## src/rtl/core/owbm_pkg.sv

```systemverilog
// Package: widths, command codes, register indexes, default timings and result bit positions of the one-wire master
package owbm_pkg;

    localparam int unsigned BITS_PER_BYTE = 8;
    localparam int unsigned COUNT_W       = 11;
    localparam int unsigned BIT_IDX_W     = 3;
    localparam int unsigned CFG_IDX_W     = 3;
    localparam int unsigned CFG_DATA_W    = 10;
    localparam int unsigned S_TDATA_W     = 16;
    localparam int unsigned S_TUSER_W     = 2;
    localparam int unsigned M_TDATA_W     = 16;

    typedef enum logic [S_TUSER_W-1:0] {
        CMD_TICK  = 2'd0,
        CMD_RESET = 2'd1,
        CMD_WRITE = 2'd2,
        CMD_READ  = 2'd3
    } command_t;

    typedef enum logic [CFG_IDX_W-1:0] {
        REG_RESET_LOW       = 3'd0,
        REG_PRESENCE_SAMPLE = 3'd1,
        REG_RESET_RECOVERY  = 3'd2,
        REG_SLOT_LENGTH     = 3'd3,
        REG_WRITE_ONE_LOW   = 3'd4,
        REG_WRITE_ZERO_LOW  = 3'd5,
        REG_READ_LOW        = 3'd6,
        REG_READ_SAMPLE     = 3'd7
    } cfg_index_t;

    localparam logic [9:0] RESET_LOW_DEFAULT       = 10'd480;
    localparam logic [7:0] PRESENCE_SAMPLE_DEFAULT = 8'd70;
    localparam logic [9:0] RESET_RECOVERY_DEFAULT  = 10'd410;
    localparam logic [7:0] SLOT_LENGTH_DEFAULT     = 8'd70;
    localparam logic [7:0] WRITE_ONE_LOW_DEFAULT   = 8'd6;
    localparam logic [7:0] WRITE_ZERO_LOW_DEFAULT  = 8'd60;
    localparam logic [7:0] READ_LOW_DEFAULT        = 8'd6;
    localparam logic [7:0] READ_SAMPLE_DEFAULT     = 8'd15;

    // result bit positions in m_tdata
    localparam int unsigned M_DRIVE_LOW_BIT   = 0;
    localparam int unsigned M_BUSY_BIT        = 1;
    localparam int unsigned M_DONE_BIT        = 2;
    localparam int unsigned M_READ_BYTE_LSB   = 3;
    localparam int unsigned M_NO_PRESENCE_BIT = 11;
    localparam int unsigned M_REJECTED_BIT    = 12;

endpackage

```

## src/rtl/core/one_wire_bus_master_core.sv

```systemverilog
// Top level: one-wire bus master timing engine with stream ports and register write port
//
//  channel | direction | handshake          | contents
//  --------+-----------+--------------------+----------------------------------------------
//  s_      | in        | s_tvalid/s_tready  | tick or command, write byte, sampled line
//  m_      | out       | m_tvalid/m_tready  | drive, busy, done, read byte, presence, reject
//  cfg_    | in        | cfg_valid/cfg_ready| timing register index and value
//
//  One item per clock while s_tready is high: the phase, counter and shift registers
//  update in the cycle of the transfer and the result is registered once.
//  An output register plus one skid entry keep s_tready high while one result waits.
//  Reset (aresetn low, synchronous) restores idle state and the default timings.
//  cfg_ready is always high.
module one_wire_bus_master_core
    import owbm_pkg::*;
(
    input  logic                  aclk,
    input  logic                  aresetn,
    input  logic                  s_tvalid,
    output logic                  s_tready,
    input  logic [S_TDATA_W-1:0]  s_tdata,   // [7:0] data_byte, [8] line_in, [15:9] zero
    input  logic [S_TUSER_W-1:0]  s_tuser,   // [1:0] command
    output logic                  m_tvalid,
    input  logic                  m_tready,
    output logic [M_TDATA_W-1:0]  m_tdata,   // [0] drive_low, [1] busy_res, [2] done_res,
                                             // [10:3] read_byte, [11] no_presence,
                                             // [12] rejected, [15:13] zero
    input  logic                  cfg_valid,
    output logic                  cfg_ready,
    input  logic [CFG_IDX_W-1:0]  cfg_index,
    input  logic [CFG_DATA_W-1:0] cfg_data
);

    typedef enum logic [1:0] {
        PH_IDLE  = 2'd0,
        PH_RESET = 2'd1,
        PH_WRITE = 2'd2,
        PH_READ  = 2'd3
    } phase_t;

    localparam logic [BIT_IDX_W-1:0] LAST_BIT = BIT_IDX_W'(BITS_PER_BYTE - 1);
    localparam logic [BIT_IDX_W-1:0] SEG_LOW      = 3'd0;
    localparam logic [BIT_IDX_W-1:0] SEG_PRESENCE = 3'd1;
    localparam logic [BIT_IDX_W-1:0] SEG_RECOVERY = 3'd2;

    logic [9:0] reset_low_reg, reset_recovery_reg;
    logic [7:0] presence_sample_reg, slot_length_reg, write_one_low_reg;
    logic [7:0] write_zero_low_reg, read_low_reg, read_sample_reg;

    phase_t                     phase_reg, phase_next;
    logic [COUNT_W-1:0]         count_reg, count_next, count_inc;
    logic [BIT_IDX_W-1:0]       bit_index_reg, bit_index_next;
    logic [BITS_PER_BYTE-1:0]   shift_reg, shift_next;
    logic                       presence_reg, presence_next;
    logic [BITS_PER_BYTE-1:0]   last_read_reg, last_read_next;

    logic                       accept;
    command_t                   cmd;
    logic [BITS_PER_BYTE-1:0]   in_byte;
    logic                       in_line;
    logic                       done, rejected, drive_low;
    logic [COUNT_W-1:0]         low_time, slot_len, read_sample;
    logic                       sample_inside;
    logic [M_TDATA_W-1:0]       result;

    logic                       out_valid_reg, skid_valid_reg;
    logic [M_TDATA_W-1:0]       out_data_reg, skid_data_reg;

    assign accept    = s_tvalid && s_tready;
    assign cmd       = command_t'(s_tuser);
    assign in_byte   = s_tdata[BITS_PER_BYTE-1:0];
    assign in_line   = s_tdata[BITS_PER_BYTE];
    assign cfg_ready = 1'b1;
    assign s_tready  = !skid_valid_reg;
    assign m_tvalid  = out_valid_reg;
    assign m_tdata   = out_data_reg;

    assign count_inc     = count_reg + 1'b1;
    assign slot_len      = COUNT_W'(slot_length_reg);
    assign read_sample   = COUNT_W'(read_sample_reg);
    assign sample_inside = read_sample_reg < slot_length_reg;

    always_comb begin
        phase_next     = phase_reg;
        count_next     = count_reg;
        bit_index_next = bit_index_reg;
        shift_next     = shift_reg;
        presence_next  = presence_reg;
        last_read_next = last_read_reg;
        done           = 1'b0;
        rejected       = 1'b0;
        if (cmd == CMD_TICK) begin
            if (phase_reg == PH_RESET) begin
                count_next = count_inc;
                if (bit_index_reg == SEG_LOW) begin
                    if (count_inc >= COUNT_W'(reset_low_reg)) begin
                        bit_index_next = SEG_PRESENCE;
                        count_next     = '0;
                    end
                end else if (bit_index_reg == SEG_PRESENCE) begin
                    if (count_inc >= COUNT_W'(presence_sample_reg)) begin
                        presence_next  = in_line;
                        bit_index_next = SEG_RECOVERY;
                        count_next     = '0;
                    end
                end else if (count_inc >= COUNT_W'(reset_recovery_reg)) begin
                    phase_next     = PH_IDLE;
                    bit_index_next = '0;
                    count_next     = '0;
                    done           = 1'b1;
                end
            end else if (phase_reg != PH_IDLE) begin
                count_next = count_inc;
                if (phase_reg == PH_READ && count_inc == read_sample && sample_inside) begin
                    shift_next = {in_line, shift_reg[BITS_PER_BYTE-1:1]};
                end
                if (count_inc >= slot_len) begin
                    if (phase_reg == PH_READ) begin
                        if (!sample_inside) begin
                            shift_next = {in_line, shift_reg[BITS_PER_BYTE-1:1]};
                        end
                    end else begin
                        shift_next = {1'b0, shift_reg[BITS_PER_BYTE-1:1]};
                    end
                    count_next = '0;
                    if (bit_index_reg == LAST_BIT) begin
                        if (phase_reg == PH_READ) begin
                            last_read_next = shift_next;
                        end
                        phase_next     = PH_IDLE;
                        bit_index_next = '0;
                        done           = 1'b1;
                    end else begin
                        bit_index_next = bit_index_reg + 1'b1;
                    end
                end
            end
        end else if (phase_reg != PH_IDLE) begin
            rejected = 1'b1;
        end else begin
            count_next     = '0;
            bit_index_next = '0;
            unique case (cmd)
                CMD_RESET: phase_next = PH_RESET;
                CMD_WRITE: begin
                    phase_next = PH_WRITE;
                    shift_next = in_byte;
                end
                default: begin
                    phase_next = PH_READ;
                    shift_next = '0;
                end
            endcase
        end
    end

    always_comb begin
        unique case (phase_next)
            PH_WRITE: low_time = COUNT_W'(shift_next[0] ? write_one_low_reg : write_zero_low_reg);
            PH_READ:  low_time = COUNT_W'(read_low_reg);
            PH_RESET: low_time = COUNT_W'(reset_low_reg);
            default:  low_time = '0;
        endcase
        if (phase_next == PH_IDLE) begin
            drive_low = 1'b0;
        end else if (phase_next == PH_RESET && bit_index_next != SEG_LOW) begin
            drive_low = 1'b0;
        end else begin
            drive_low = count_next < low_time;
        end
    end

    assign result = {3'b000, rejected, presence_next, last_read_next, done,
                     (phase_next != PH_IDLE), drive_low};

    always_ff @(posedge aclk) begin
        if (!aresetn) begin
            reset_low_reg       <= RESET_LOW_DEFAULT;
            presence_sample_reg <= PRESENCE_SAMPLE_DEFAULT;
            reset_recovery_reg  <= RESET_RECOVERY_DEFAULT;
            slot_length_reg     <= SLOT_LENGTH_DEFAULT;
            write_one_low_reg   <= WRITE_ONE_LOW_DEFAULT;
            write_zero_low_reg  <= WRITE_ZERO_LOW_DEFAULT;
            read_low_reg        <= READ_LOW_DEFAULT;
            read_sample_reg     <= READ_SAMPLE_DEFAULT;
        end else if (cfg_valid && cfg_ready) begin
            unique case (cfg_index_t'(cfg_index))
                REG_RESET_LOW:       reset_low_reg       <= cfg_data;
                REG_PRESENCE_SAMPLE: presence_sample_reg <= cfg_data[7:0];
                REG_RESET_RECOVERY:  reset_recovery_reg  <= cfg_data;
                REG_SLOT_LENGTH:     slot_length_reg     <= cfg_data[7:0];
                REG_WRITE_ONE_LOW:   write_one_low_reg   <= cfg_data[7:0];
                REG_WRITE_ZERO_LOW:  write_zero_low_reg  <= cfg_data[7:0];
                REG_READ_LOW:        read_low_reg        <= cfg_data[7:0];
                default:             read_sample_reg     <= cfg_data[7:0];
            endcase
        end
    end

    always_ff @(posedge aclk) begin
        if (!aresetn) begin
            phase_reg     <= PH_IDLE;
            count_reg     <= '0;
            bit_index_reg <= '0;
            shift_reg     <= '0;
            presence_reg  <= 1'b0;
            last_read_reg <= '0;
        end else if (accept) begin
            phase_reg     <= phase_next;
            count_reg     <= count_next;
            bit_index_reg <= bit_index_next;
            shift_reg     <= shift_next;
            presence_reg  <= presence_next;
            last_read_reg <= last_read_next;
        end
    end

    // output register with one skid entry
    always_ff @(posedge aclk) begin
        if (!aresetn) begin
            out_valid_reg  <= 1'b0;
            skid_valid_reg <= 1'b0;
        end else if (m_tready || !out_valid_reg) begin
            out_valid_reg  <= skid_valid_reg || accept;
            skid_valid_reg <= 1'b0;
        end else if (accept) begin
            skid_valid_reg <= 1'b1;
        end
    end

    always_ff @(posedge aclk) begin
        if (m_tready || !out_valid_reg) begin
            out_data_reg <= skid_valid_reg ? skid_data_reg : result;
        end else if (accept) begin
            skid_data_reg <= result;
        end
    end

endmodule

```

## config.mk

```make
export PLATFORM = sky130hd
export DESIGN_NAME = one_wire_bus_master_core
export DESIGN_NICKNAME = d
export VERILOG_FILES = /design/src/rtl/core/owbm_pkg.sv /design/src/rtl/core/one_wire_bus_master_core.sv
export SDC_FILE = /design/constraint.sdc
export NUM_CORES = 1
export LEC_CHECK = 0
export BUFFER_PORTS_ARGS = -buffer_cell sky130_fd_sc_hd__clkbuf_2
export CORE_ASPECT_RATIO = 1.2
export CORE_MARGIN = 2
export CORE_UTILIZATION = 55
export CTS_BUF_LIST = sky130_fd_sc_hd__clkbuf_16
export DETAILED_ROUTE_END_ITERATION = 8
export GPL_ROUTABILITY_DRIVEN = 0
export PLACE_DENSITY = 0.78
export SLEW_MARGIN = 20
export SYNTH_ARGS = -nofsm -noshare
export SYNTH_HDL_FRONTEND = slang
export SYNTH_SLANG_ARGS = --single-unit
```

## constraint.sdc

```tcl
create_clock -name aclk -period 6.1 [get_ports aclk]
set_input_delay 1.22 -clock aclk [delete_from_list [all_inputs] [get_ports aclk]]
set_output_delay 1.22 -clock aclk [all_outputs]
set_load 0.005 [all_outputs]
```

==> results by group <==
Logic synthesis
  – Mean Syn Cell Area: 8.09 um2
  – Count leader, synth: nand2_1
  – Seq/Total Area, Yosys: 0.361
  – Synth area leader: dfxtp_1
  – Yosys warns: 0
  – Adder-cell share of the synthesized area: 0.0934
  – Largest family of logic cells by synthesized area: simple AND/OR/NAND/NOR gates
  – Simple-gate portion of the synthesized area: 0.225
  – Synth async-reset ratio: 0
  – Post-synth top cells: nand2_1 (212), dfxtp_1 (103), a21oi_1 (78)
  – Share of the synthesized area in the top cell type: 0.262
  – Synth unique cells: 81
  – Xor/xnor share of the synthesized area: 0.0280
  – Ys flop type: dfxtp_1
  – Multiplexer share of the synthesized area: 0.0389
  – Seq cells post-synth: 129
  – Synth area leaders: dfxtp_1 (26%), nand2_1 (10%), edfxtp_1 (9.9%), ha_1 (9.2%), a21oi_1 (5.0%)
  – Area of the mapped netlist: 7880 um2
  – Number of synthesized flops with an enable pin: 26
  – Post-Syn Instances: 973
  – Post-synthesis compound-gate area fraction: 0.193

STA
  – Finish-stage setup viols: 0
  – Slew headroom: 0.371
  – Final Slew Violations: 0
  – Skew final: 0.00718 ns
  – Period utilization: 0.911
  – RSZ-0062 raised after global routing: no
  – Hold Fails Final Rpt: 0
  – Worst-Margin Slew: 0.940 ns
  – Final WS setup: 0.543 ns
  – Fmax: 0.180 GHz
  – Fin crit period: 5.56 ns
  – Setup TNS: 0 ns

Layout
  – Share of layout cells above drive strength 1: 0.119
  – Fillers: 1218
  – Fin area: 8800 um2
  – Diodes inserted: 0
  – Fin nets: 1095
  – Area Growth Syn to Fin: 11.7%

Clock tree
  – Postcts setup bufs: 0
  – CTS tree: built
  – CTS root buffer: clkbuf_16
  – Cts hold-fix bufs: 0
  – Post-cts repair resize count: 0
  – CTS buffer count: 17
  – Clk Latency, worst-skew pair: 0.43 ns
  – Worst-path clk slew: 0.06 ns
  – CTS Buffer Depth: 2
  – Clk sink count: 129
  – H-tree levels: 4

Worst setup path
  – Crit path max-delay family: compound AO/OA/AOI/OAI gates
  – R2r setup slk: 0.54 ns
  – R2R cell count: 24
  – CP Cell Sequence: buf_4 > nand4_1 > nor2_1 > xnor2_1 > ha_1 > and3_1 > a221oi_1 > o21a_1 > a21oi_1 > o221ai_2 > nand3b_2 > o21a_1 > nor3_1 > a21oi_1 > o21ai_1 > ha_1 > nor2b_1 > o21ai_0 > nand2b_1 > a21oi_1 > nor2b_1 > o21ai_0 > nand3b_1 > o41ai_2
  – Worst setup SP type: register
  – Most Frequent Cell on Critical Path: a21oi_1
  – CP endpoint kind: register
  – WP buf/inv: 1
  – Crit path max fanout: 8
  – WP data required: 6.34 ns
  – Reg-to-reg startpoint: count_reg[0]
  – Slowest stage delay, CP: 0.43 ns
  – Slowest stage cell, crit path: dfxtp_2
  – Critical Path AT: 5.80 ns
  – CP Class: reg2reg
  – Reg-to-Reg End: m_tdata[0]

Drt
  – Detailed Route WL: 21100 um
  – Vias/cell: 6.02
  – Detailed Routing Iterations Pass 1: 8
  – Routed Antenna Nets: 0
  – Vias: 7128
  – # DRC: 4
  – Avg WL per Cell: 17.8 um
  – Iter 0 DRT Violations: 559

Min path
  – Min-Delay Path Class: reg2reg
  – Hold path cells: 2
  – Worst Hold End: write_zero_low_reg[1]
  – Worst min-delay path startpoint: write_zero_low_reg[1]

Outcome
  – Violated checks: DRC
  – Status: finished, violations left

Die
  – Ports: 55
  – Chip Height: 135 um
  – Die Wd: 113 um
  – Row Count: 47
  – Die area: 15300 um2
  – Core area: 13900 um2
  – Initial Util: 0.568

Global routing
  – Global Route Usage Sum: 0.284
  – Initial antenna violation count: 0
  – Largest net degree at the start of global routing: 49
  – GRT overflow: 0
  – Number of global-route vias before repair: 6670
  – First-pass GRT wire length: 33900 um

Job
  – Max cap viols: 0

Placed design
  – Placement Setup Slack: 0.467 ns
  – PortBufs: 43
  – DP HPWL: 14600 um
  – Area post-placement: 8220 um2

Power
  – PwrDens: 249 nW/um2
  – Lkg Pwr: 3.73 nW
  – Worst VDD drop: 0.000198 V
  – Total power: 0.00219 W
[kinds of logic (layout without fill, tap and decap cells)]
logic type | after synthesis | after routing
XOR/XNOR | 18 | 18
multiplexers | 30 | 30
other | 2 | 4
AO/OA/AOI/OAI | 238 | 238
buffers and inverters | 111 | 150
AND/OR/NAND/NOR | 386 | 386
flip-flops | 129 | 129
adder cells (fa/ha/maj) | 59 | 59
[stage by stage]
step	util	std cells	hold WS (ns)
2_1_floorplan	-	975	0.433
3_3_place_gp	0.592	1153	0.439
3_5_place_dp	0.592	1153	0.446
4_1_cts	0.633	1185	0.454
5_1_grt	0.634	1185	0.471
6_report	0.634	1185	0.453
[worst max path at each step]
stage,start,endpoint,slack (ns),cells after the start
5_1_grt,count_reg[3],m_tdata[0],0.06,24
6_report,count_reg[0],m_tdata[0],0.54,24
3_5_place_dp,count_reg[0],m_tdata[0],0.47,24
3_3_place_gp,count_reg[0],m_tdata[0],0.55,24
4_1_cts,count_reg[0],m_tdata[0],0.43,24
2_1_floorplan,count_reg[0],m_tdata[0],1.00,25
[layout by cell type (no fill, tap or decap), types with 24 or more instances in the layout]
master	synthesis	final
clkbuf_2	7	43
mux2i_1	25	25
buf_4	5	24
nand2_1	212	212
nand3_1	30	30
a21oi_1	78	78
inv_1	50	51
nor2_1	47	45
ha_1	58	58
dfxtp_1	103	101
o21ai_0	57	56
edfxtp_1	26	26
[layout make-up]
class / count / area [um2] / share of cell area
Clock inverter: 15 / 145 / 0.0165
Timing Repair Buffer: 67 / 395 / 0.0449
Tap cell: 171 / 214 / 0.0243
Multi-Input combinational cell: 735 / 4580 / 0.521
Clock buffer: 17 / 425 / 0.0484
Inverter: 51 / 191 / 0.0218
Sequential cell: 129 / 2850 / 0.323
[tightest hold or removal path: stages, from the launching register on]
cell and delay [ns]:
dfxtp_1 0.31, nand2_1 0.05, a21oi_1 0.05
[routing by layer]
metal / up-vias / track usage / share of wire / wire [um]
met5: - / 0 / 0 / 0
met4: 0 / 0.139 / 0.040 / 850
met3: 59 / 0.0548 / 0.063 / 1320
met2: 277 / 0.486 / 0.48 / 10100
met1: 3327 / 0.341 / 0.42 / 8780
li1: 3465 / - / - / -
[power by group]
| part | switching, W | total (W) | internal, W | leakage (nW) |
|---|---|---|---|---|
| sequential | 0.0000277 | 0.000929 | 0.000901 | 1.09 |
| combinational | 0.000167 | 0.000267 | 0.0000999 | 2.36 |
| clock | 0.000394 | 0.000991 | 0.000597 | 0.279 |
Power figures use the tool's default switching activity.
